<file path="config.mk">
export PLATFORM = sky130hd
export DESIGN_NAME = rtt_fe
export DESIGN_NICKNAME = d
export VERILOG_FILES = /design/src/design/rtt_pkg.sv /design/src/design/rtt_fe.sv
export SDC_FILE = /design/constraint.sdc
export NUM_CORES = 1
export LEC_CHECK = 0
export BUFFER_PORTS_ARGS = -buffer_cell sky130_fd_sc_hd__buf_2
export CAP_MARGIN = 20
export CORE_MARGIN = 2
export CORE_UTILIZATION = 54
export CTS_BUF_LIST = sky130_fd_sc_hd__clkbuf_8
export DETAILED_ROUTE_END_ITERATION = 7
export GPL_TIMING_DRIVEN = 0
export PLACE_DENSITY = 0.8
export SYNTH_ARGS = -nofsm -noshare
export SYNTH_HDL_FRONTEND = slang
export SYNTH_SLANG_ARGS = --single-unit
</file>
<file path="constraint.sdc">
create_clock -name clk_i -period 7 [get_ports clk_i]
set_input_delay 1.05 -clock clk_i [delete_from_list [all_inputs] [get_ports clk_i]]
set_output_delay 1.05 -clock clk_i [all_outputs]
set_load 0.05 [all_outputs]
</file>
<file path="src/design/rtt_pkg.sv">
// ----------------------------------------------------------------------------
// rtt_pkg
// shared types and constants of the round trip time tracker
// ----------------------------------------------------------------------------
package rtt_pkg;

  typedef enum logic [1:0] {
    MODE_SEND  = 2'd0,
    MODE_ACK   = 2'd1,
    MODE_NACK  = 2'd2,
    MODE_STATS = 2'd3
  } mode_e;

  typedef struct packed {
    mode_e       mode;
    logic [31:0] packet_id;
    logic [63:0] time_us;
  } item_t;

  // head of the front queue as seen by the back end
  typedef struct packed {
    logic  valid;
    item_t item;
  } fe_req_t;

  typedef struct packed {
    logic        valid;
    logic        kind;
    logic        ack_ok;
    logic [31:0] rtt_us;
    logic [31:0] p50_us;
    logic [31:0] p95_us;
    logic [31:0] p99_us;
    logic [31:0] min_us;
    logic [31:0] max_us;
    logic [6:0]  fresh_count;
  } result_t;

  localparam logic [31:0] MAX_AGE_RESET = 32'd2000000;

  localparam logic [6:0] PCT_50 = 7'd50;
  localparam logic [6:0] PCT_95 = 7'd95;
  localparam logic [6:0] PCT_99 = 7'd99;

  // x / 100 == (x * 5243) >> 19 for x below 43690
  localparam logic [12:0] RECIP_100   = 13'd5243;
  localparam int          RECIP_SHIFT = 19;

endpackage

</file>
<file path="src/design/rtt_fe.sv">
// ----------------------------------------------------------------------------
// rtt_fe
// front end: takes items and holds them in a two entry queue
// ----------------------------------------------------------------------------
module rtt_fe import rtt_pkg::*; (
  input  logic        clk_i,
  input  logic        rst_ni,
  input  logic        start_i,
  input  logic [1:0]  mode_i,
  input  logic [31:0] packet_id_i,
  input  logic [63:0] time_us_i,
  output logic        busy_o,
  output fe_req_t     req_o,
  input  logic        pop_i
);

  item_t       buf_q [2];
  logic        wr_q, rd_q;
  logic [1:0]  cnt_q;
  logic        push;
  item_t       item_in;

  assign busy_o = (cnt_q == 2'd2);
  assign push   = start_i && !busy_o;

  always_comb begin
    item_in.mode      = mode_e'(mode_i);
    item_in.packet_id = packet_id_i;
    item_in.time_us   = time_us_i;
  end

  assign req_o.valid = (cnt_q != 2'd0);
  assign req_o.item  = buf_q[rd_q];

  always_ff @(posedge clk_i) begin
    if (push) begin
      buf_q[wr_q] <= item_in;
    end
  end

  always_ff @(posedge clk_i or negedge rst_ni) begin
    if (!rst_ni) begin
      wr_q  <= 1'b0;
      rd_q  <= 1'b0;
      cnt_q <= 2'd0;
    end else begin
      if (push) begin
        wr_q <= ~wr_q;
      end
      if (pop_i) begin
        rd_q <= ~rd_q;
      end
      cnt_q <= cnt_q + {1'b0, push} - {1'b0, pop_i};
    end
  end

endmodule

</file>
Yosys cells after proc, flatten, opt, wreduce, memory -nomap -nowiden --
Memories as Yosys holds them, arrays and structs flattened. Index checks and enable logic that the tools add are counted.
Word-level totals: bits in writable memories 196, word-level logic and storage cells 14, register bits 4, output and inout port bits 100, memories 1
Memory list:
- buf_q | words 2, width 98, rd ports 1, clocked after memory_dff 0, write ports 1, RTL line rtt_fe.sv:17 | item_t buf_q [2];
Operators by class: mux-type cells 2, bitwise logic cells 2, add/subtract/negate cells 2, equality and inequality tests 1, reductions and logical operators 3
Operator list (number):
- $add A2 B1 Y2 | 1
- $eq A2 B2 Y1 const B | 1
- $mux W1 | 2
- $not A1 Y1 | 2
- $reduce_bool A2 Y1 | 1
- $sub A2 B1 Y2 | 1
- $logic_and A1 B1 Y1 | 1
- $logic_not A1 Y1 | 1

Logic depth before layout (Yosys ltp) --
Gate-level depths: netlist (run 1).
word-level depth 5, mapped depth 7, depth with buffers taken out 7

Least setup slack after synthesis (run 1) --
OpenSTA, ideal clock, no wires.
kind input-to-reg, start point input start_i, end point memory buf_q[0][0] in the netlist's numbering (enable), stages on the path 2, required time 6445 ps, slack 1221 ps, data arrival time 5223 ps, cells stage by stage nand2_1 nor2_1
On the way: cells in the longest elaborated chain, start to end 3
RTL lines:
- start, declared | RTL line rtt_fe.sv:8 | input logic start_i,
- $logic_and A1 B1 Y1 | RTL line rtt_fe.sv:24 | assign push = start_i && !busy_o;
- $mux W1 | RTL line rtt_fe.sv:36 | if (push) begin
- $mux W1 (not written as such) | RTL line rtt_fe.sv:37 | buf_q[wr_q] <= item_in;
- end, declared | RTL line rtt_fe.sv:17
Every way passes these cells.

==> impl_metrics.csv, run 1 <==
group,metric,value,unit
outcome,status,"complete, no violations",
place,place.detailed.hpwl,8.593,mm
synth,yosysWarningCount,0,
floorplan,fp.coreArea,13240,µm²
synth,postSynthRegisterBits,200,
synth,most_used_flip_flop_cell_after_synthesis,"edfxtp_1",
hold_path,hold_path_class,"input pin to asynchronous set/reset pin",
synth,syn-cell-area,7294,µm²
synth,synth_commonest_cells,"196 x edfxtp_1, 88 x mux2_2, 10 x mux2_4",
routing,drt-initial-drc-count,206,
grt,first_global_vias,3935,
layout,layout-drive-gt1-share,0.6225,
sta,slew_viol_final,0,
floorplan,initial_utilization,0.5508,
power,p_leak,3.425,nW
cts,ctsResizeCount,0,
place,buffer_ports.inserted,201,
cts,buffers_inserted_by_post_cts_timing_repair,0,
cts,cts.path.max_buffers,2,
synth,synth_nets,426,
routing,wl_per_cell,17.09,µm
sta,fmax,0.3462,GHz
worst_setup_path,worstSetupStartpointType,"flop",
floorplan,die_area,14450,µm²
floorplan,die_height,120.2,µm
worst_setup_path,critPathMaxFanout,10,
power,power.ir.vdd_worst,0.3280,mV
place,place_inst,703,
sta,finalHoldViolCount,0,
routing,via_count,3684,
synth,proportion_of_register_bits_with_asynchronous_set_or_reset_after_synthesis,0.02000,
worst_setup_path,worstPathArrival,1840,ps
synth,distinct_cell_type_count_after_synthesis,15,
cts,clk_transition_reported_paths,90,ps
floorplan,core.rowCount,42,
grt,antenna_found_initial,0,
layout,area_growth_syn_to_layout,23.81,%
sta,finalClockSkew,5.791,ps
power,fin_total_pwr,4.376,mW
synth,yosys.area.top_type,"edfxtp_1",
synth,post_synth_main_area_contributors,"edfxtp_1 81%, mux2_2 14%, mux2_4 2.1%",
synth,edff_count_synth,196,
synth,sequential_cell_area_fraction_in_the_yosys_report,0.8206,
grt,globalRoute.totalOverflow,0,
synth,synth.avg_cell_area,22.65,µm²
sta,setup_viol,0,
floorplan,floorplan.io_pins,202,
cts,clock_tree.root_cell,"clkbuf_8",
routing,routed_wl,12.56,mm
sta,worst-slew-pin-transition,625.6,ps
sta,slew_headroom,0.5820,
grt,wire_length_of_the_first_global_routing_pass,19.01,mm
power,power.density,484.5,nW/µm²
routing,first_pass_iters,4,
grt,total_routing_usage_gr,0.1763,
grt,grt_max_degree,65,
routing,drt-vias-per-instance,5.012,
cts,cts-htree-levels,4,
worst_setup_path,required,5950,ps
layout,fin_nets,650,
worst_setup_path,worstSetupPathType,"flop to output port",
worst_setup_path,crit_path_end_kind,"output port",
place,gp_congestion,0.7078,
worst_setup_path,critical_path.reg2reg.startpoint,"cnt_q[1]",
cts,clock_sink_count,200,
synth,synthDominantCellAreaShare,0.8069,
sta,rsz0062_at_grt,"false",
job,maxCapViolCount,0,
routing,drcViolationCount,0,
cts,cts_hold_buf,0,
cts,tritoncts.num_buffers,17,
routing,remaining_antenna_violation_count,0,
sta,final_period_minus_worst_setup_slack,2888,ps
layout,n_antenna_cell,0,
layout,final_cell_count_no_fill,735,
synth,synth.most_common_cell,"edfxtp_1",
cts,clk-insertion-delay-late,450,ps
synth,netlist_instances,322,
cts,cts_tree,"done",
worst_setup_path,crit_start,"rd_q",
floorplan,fp.dieW,120.2,µm
sta,post-route-period-util,0.4126,
-- metrics by stage --
stage | setup WS, ps | area, µm² | utilization | hold slack, ps | TNS (ps)
floorplan | 1221 | 7295 | - | 460.4 | 0
global placement | -903.1 | 8521 | 0.6434 | 476.0 | -87930
detailed placement | 4388 | 8628 | 0.6516 | 529.6 | 0
CTS | 4061 | 9031 | 0.6820 | 354.8 | 0
global route | 4011 | 9031 | 0.6820 | 362.2 | 0
finish | 4112 | 9031 | 0.6820 | 385.9 | 0
-- metal layers --
layer | track usage | routed length [µm] | vias to the layer above
met5 | 0 | 0 | -
met4 | 0.07413 | 230 | 0
met3 | 0.06415 | 1061 | 20
met2 | 0.3065 | 6487 | 129
met1 | 0.1964 | 4778 | 1808
li1 | - | - | 1727
-- power by group --
part	total, mW	internal, mW	switching (mW)	leakage [nW]
Clock	0.719	0.325	0.394	0.197
Combinational	1.97	0.561	1.41	1.36
Sequential	1.69	1.63	0.0590	1.87
Total	4.38	2.52	1.86	3.42
-- cells by family after synthesis --
logic type	count (synthesis)	share of synthesized area
xor+xnor	4	0.004804
fa+ha+maj	2	0.003430
buf+inv	13	0.01115
flops	200	0.8206
mux	98	0.1564
simple gates	5	0.003603
-- final cells by class --
type | count | area, µm²
inverters | 2 | 7.507
flip-flops and latches | 200 | 5986
multi-input cells | 109 | 1240
fillers | 900 | 4212
plain buffers | 11 | 73.82
repair buffers | 205 | 1101
clock buffers | 17 | 234.0
clock inverters | 15 | 168.9
well taps | 176 | 220.2
-- final timing paths --
check                          endpoint  slack (ps)  cells after the start
setup / recovery              req_o[87]        4110                      5
min in group clk_i             cnt_q[0]         550                      1
hold / removal                     rd_q         390                      1
setup reg to reg           buf_q[0][26]        4980                      5
hold reg to reg                cnt_q[0]         550                      1
max in group asynchronous          wr_q        6490                      1
-- placed cells by master (no fill, tap or decap), types with 2 or more instances in the layout --
| cell | Yosys | layout |
|---|---|---|
| buf_2 | 8 | 209 |
| inv_1 | 2 | 2 |
| clkinvlp_4 | 0 | 2 |
| edfxtp_1 | 196 | 196 |
| clkbuf_8 | 0 | 17 |
| inv_6 | 0 | 3 |
| mux2_2 | 88 | 88 |
| mux2_4 | 10 | 10 |
| buf_12 | 0 | 2 |
| buf_6 | 3 | 3 |
| ha_1 | 2 | 2 |
| clkinv_4 | 0 | 6 |
| xnor2_1 | 3 | 3 |
| dfrtp_1 | 4 | 4 |
| bufinv_16 | 0 | 2 |
| buf_16 | 0 | 2 |
-- registers in the layout (all words and copies together) (netlist names) --
name   cells
buf_q    196
wr_q       1
cnt_q      2
rd_q       1
-- worst max-delay path, cell delays in order (launching register included) --
cell,delay (ps)
dfrtp_1,350
buf_6,150
buf_6,160
buf_6,190
mux2_4,320
buf_2,210
Note: power is estimated with default switching activity, not from simulation.
==> run 2, diff against run 1 <==
- CORE_UTILIZATION: 54 -> 49
- PLACE_DENSITY: 0.8 -> 0.77
- clock period: 7 -> 2.6 ns (I/O delays scaled with it)
==> impl_metrics.csv, run 2 (synthesized netlist as in run 1, its figures left out) <==
group,metric,value,unit
sta,setup_slack,354.9,ps
layout,area_growth_syn_to_layout,23.05,%
floorplan,fp.coreArea,14530,µm²
sta,fmax,0.4454,GHz
cts,ctsResizeCount,0,
sta,slew_viol_final,0,
grt,first_global_vias,4010,
routing,via_count,3742,
worst_setup_path,max_stage_delay,390,ps
sta,slew_headroom,0.4949,
layout,layout-drive-gt1-share,0.6161,
floorplan,initial_utilization,0.5019,
cts,cts-htree-levels,4,
routing,drcViolationCount,0,
sta,finalHoldViolCount,0,
cts,cts_tree,"done",
sta,final_period_minus_worst_setup_slack,2245,ps
sta,hold-worst-slack,113.7,ps
sta,finalClockSkew,7.684,ps
layout,fin_nets,651,
worst_setup_path,worstPathCellList,"buf_6, buf_2, mux2_2, buf_2",
cts,clock_sink_count,200,
routing,drt-initial-drc-count,219,
worst_setup_path,cp_top_family,"buffers and inverters",
layout,leading_cell_types_in_the_layout_fill_and_taps_excluded,"209 x buf_2, 196 x edfxtp_1, 88 x mux2_2",
floorplan,floorplan.io_pins,202,
power,power_frac_clock,0.144,
grt,grt_max_degree,55,
sta,post-route-period-util,0.8635,
power,power.ir.vdd_worst,0.7865,mV
worst_setup_path,crit_path_end_kind,"output port",
job,maxCapViolCount,0,
power,comb_power_share,0.461,
worst_setup_path,worstSetupPathType,"flop to output port",
grt,antenna_found_initial,1,
sta,worst-slew-pin-transition,755.9,ps
routing,remaining_antenna_violation_count,0,
worst_setup_path,cpMostUsedCell,"buf_2",
worst_setup_path,worstPathArrival,1860,ps
sta,fin_tns_setup,0,ps
place,gp_congestion,0.7169,
layout,largest-register,"buf_q",
power,switchingPower,4.989,mW
worst_setup_path,ff2ff_path_depth,5,
place,postPlaceCellArea,8638,µm²
floorplan,fp.dieW,126.0,µm
worst_setup_path,critical_path.reg2reg.startpoint,"cnt_q[1]",
floorplan,die_area,15880,µm²
place,buffer_ports.inserted,201,
worst_setup_path,slowest_stage,"mux2_2",
grt,wire_length_of_the_first_global_routing_pass,20.64,mm
hold_path,hold-path-cell-count,1,
layout,largest_reg_flops,196,
grt,globalRoute.totalOverflow,0,
worst_setup_path,worst-r2r-setup-slack,490,ps
routing,first_pass_iters,5,
cts,clk-insertion-delay-late,460,ps
worst_setup_path,worst-path-buf-inv,3,
sta,rsz0062_at_grt,"false",
place,place.detailed.hpwl,9.195,mm
cts,clock_tree.root_cell,"clkbuf_8",
worst_setup_path,count_of_cell_instances_traversed_by_the_critical_path,4,
cts,clk_transition_reported_paths,90,ps
routing,wl_per_cell,17.97,µm
power,power.density,1286,nW/µm²
place,placement.setup.worst_slack,467.5,ps
routing,drt-vias-per-instance,5.023,
sta,setup_viol,0,
outcome,status,"complete, no violations",
layout,layout_commonest_cell,"buf_2",
layout,stdcell_area,8976,µm²
hold_path,hold_path_class,"input pin to flop",
power,p_leak,3.405,nW
worst_setup_path,critPathCapture,"req_o[25]",
layout,largest_regs,"buf_q (196), cnt_q (2)",
cts,cts.path.max_buffers,2,
power,p_sw_frac,0.4323,
power,cellInternalPower,6.551,mW
cts,tritoncts.num_buffers,17,
power,pwr-share-seq,0.395,
worst_setup_path,critPathMaxFanout,10,
floorplan,die_height,126.0,µm
grt,total_routing_usage_gr,0.1721,
worst_setup_path,required,2210,ps
floorplan,core.rowCount,44,
worst_setup_path,worstSetupStartpointType,"flop",
routing,routed_wl,13.39,mm
worst_setup_path,crit_start,"rd_q",
worst_setup_path,r2r-end,"buf_q[0][30]",
## run 2: changes by cell type in the layout (fill, tap and decap cells not counted), sizes merged
cell	delta
bufinv	-2
clkinv	-2
clkinvlp	+2
diode	+1
dlygate4sd3	+1
inv	+2
## run 2: area by class of cell
type	count	area, µm²
Clock buffer	17	234.0
Multi-Input combinational cell	109	1240
Clock inverter	15	91.34
Tap cell	184	230.2
Buffer	11	73.82
Timing Repair Buffer	206	1111
Inverter	2	7.507
Sequential cell	200	5986
Antenna cell	1	2.502
Fill cell	1091	5558
## run 2: routing by layer
metal	GRT usage	wire (µm)	vias to the layer above	share of wire
li1	-	-	1723	-
met1	0.2021	5212	1865	0.39
met2	0.2948	6958	135	0.52
met3	0.05735	982	19	0.073
met4	0.06593	233	0	0.017
met5	0	0	-	0
## run 2: repair_timing
item                                   4_1_cts  5_1_grt
endpoints found under the hold margin        4        0
hold buffers                                 1        0
buffers inserted                             0        0
## run 2: stage by stage
| stage | util | std cells | total power [mW] |
|---|---|---|---|
| 2_1_floorplan | - | 322 | 8.768 |
| 3_3_place_gp | 0.5876 | 707 | 9.829 |
| 3_5_place_dp | 0.5944 | 711 | 10.01 |
| 4_1_cts | 0.6174 | 744 | 11.68 |
| 5_1_grt | 0.6174 | 744 | 12.05 |
| 6_report | 0.6176 | 745 | 11.54 |
## run 2: power groups by stage
stage	Combinational (mW)	Sequential (mW)	Clock, mW
after floorplan	4.16	4.61	0
after global placement	5.18	4.65	0
after detailed placement	5.37	4.64	0
after CTS	5.39	4.57	1.72
after global routing	5.58	4.62	1.85
final	5.32	4.56	1.66
## run 2: worst min path at each step
stage | start | to | slack [ps]
2_1_floorplan | rst_ni | cnt_q[0] | 90
3_3_place_gp | rst_ni | wr_q | 200
3_5_place_dp | rst_ni | wr_q | 200
4_1_cts | time_us_i[41] | buf_q[0][41] | 80
5_1_grt | time_us_i[41] | buf_q[0][41] | 80
6_report | time_us_i[41] | buf_q[0][41] | 110
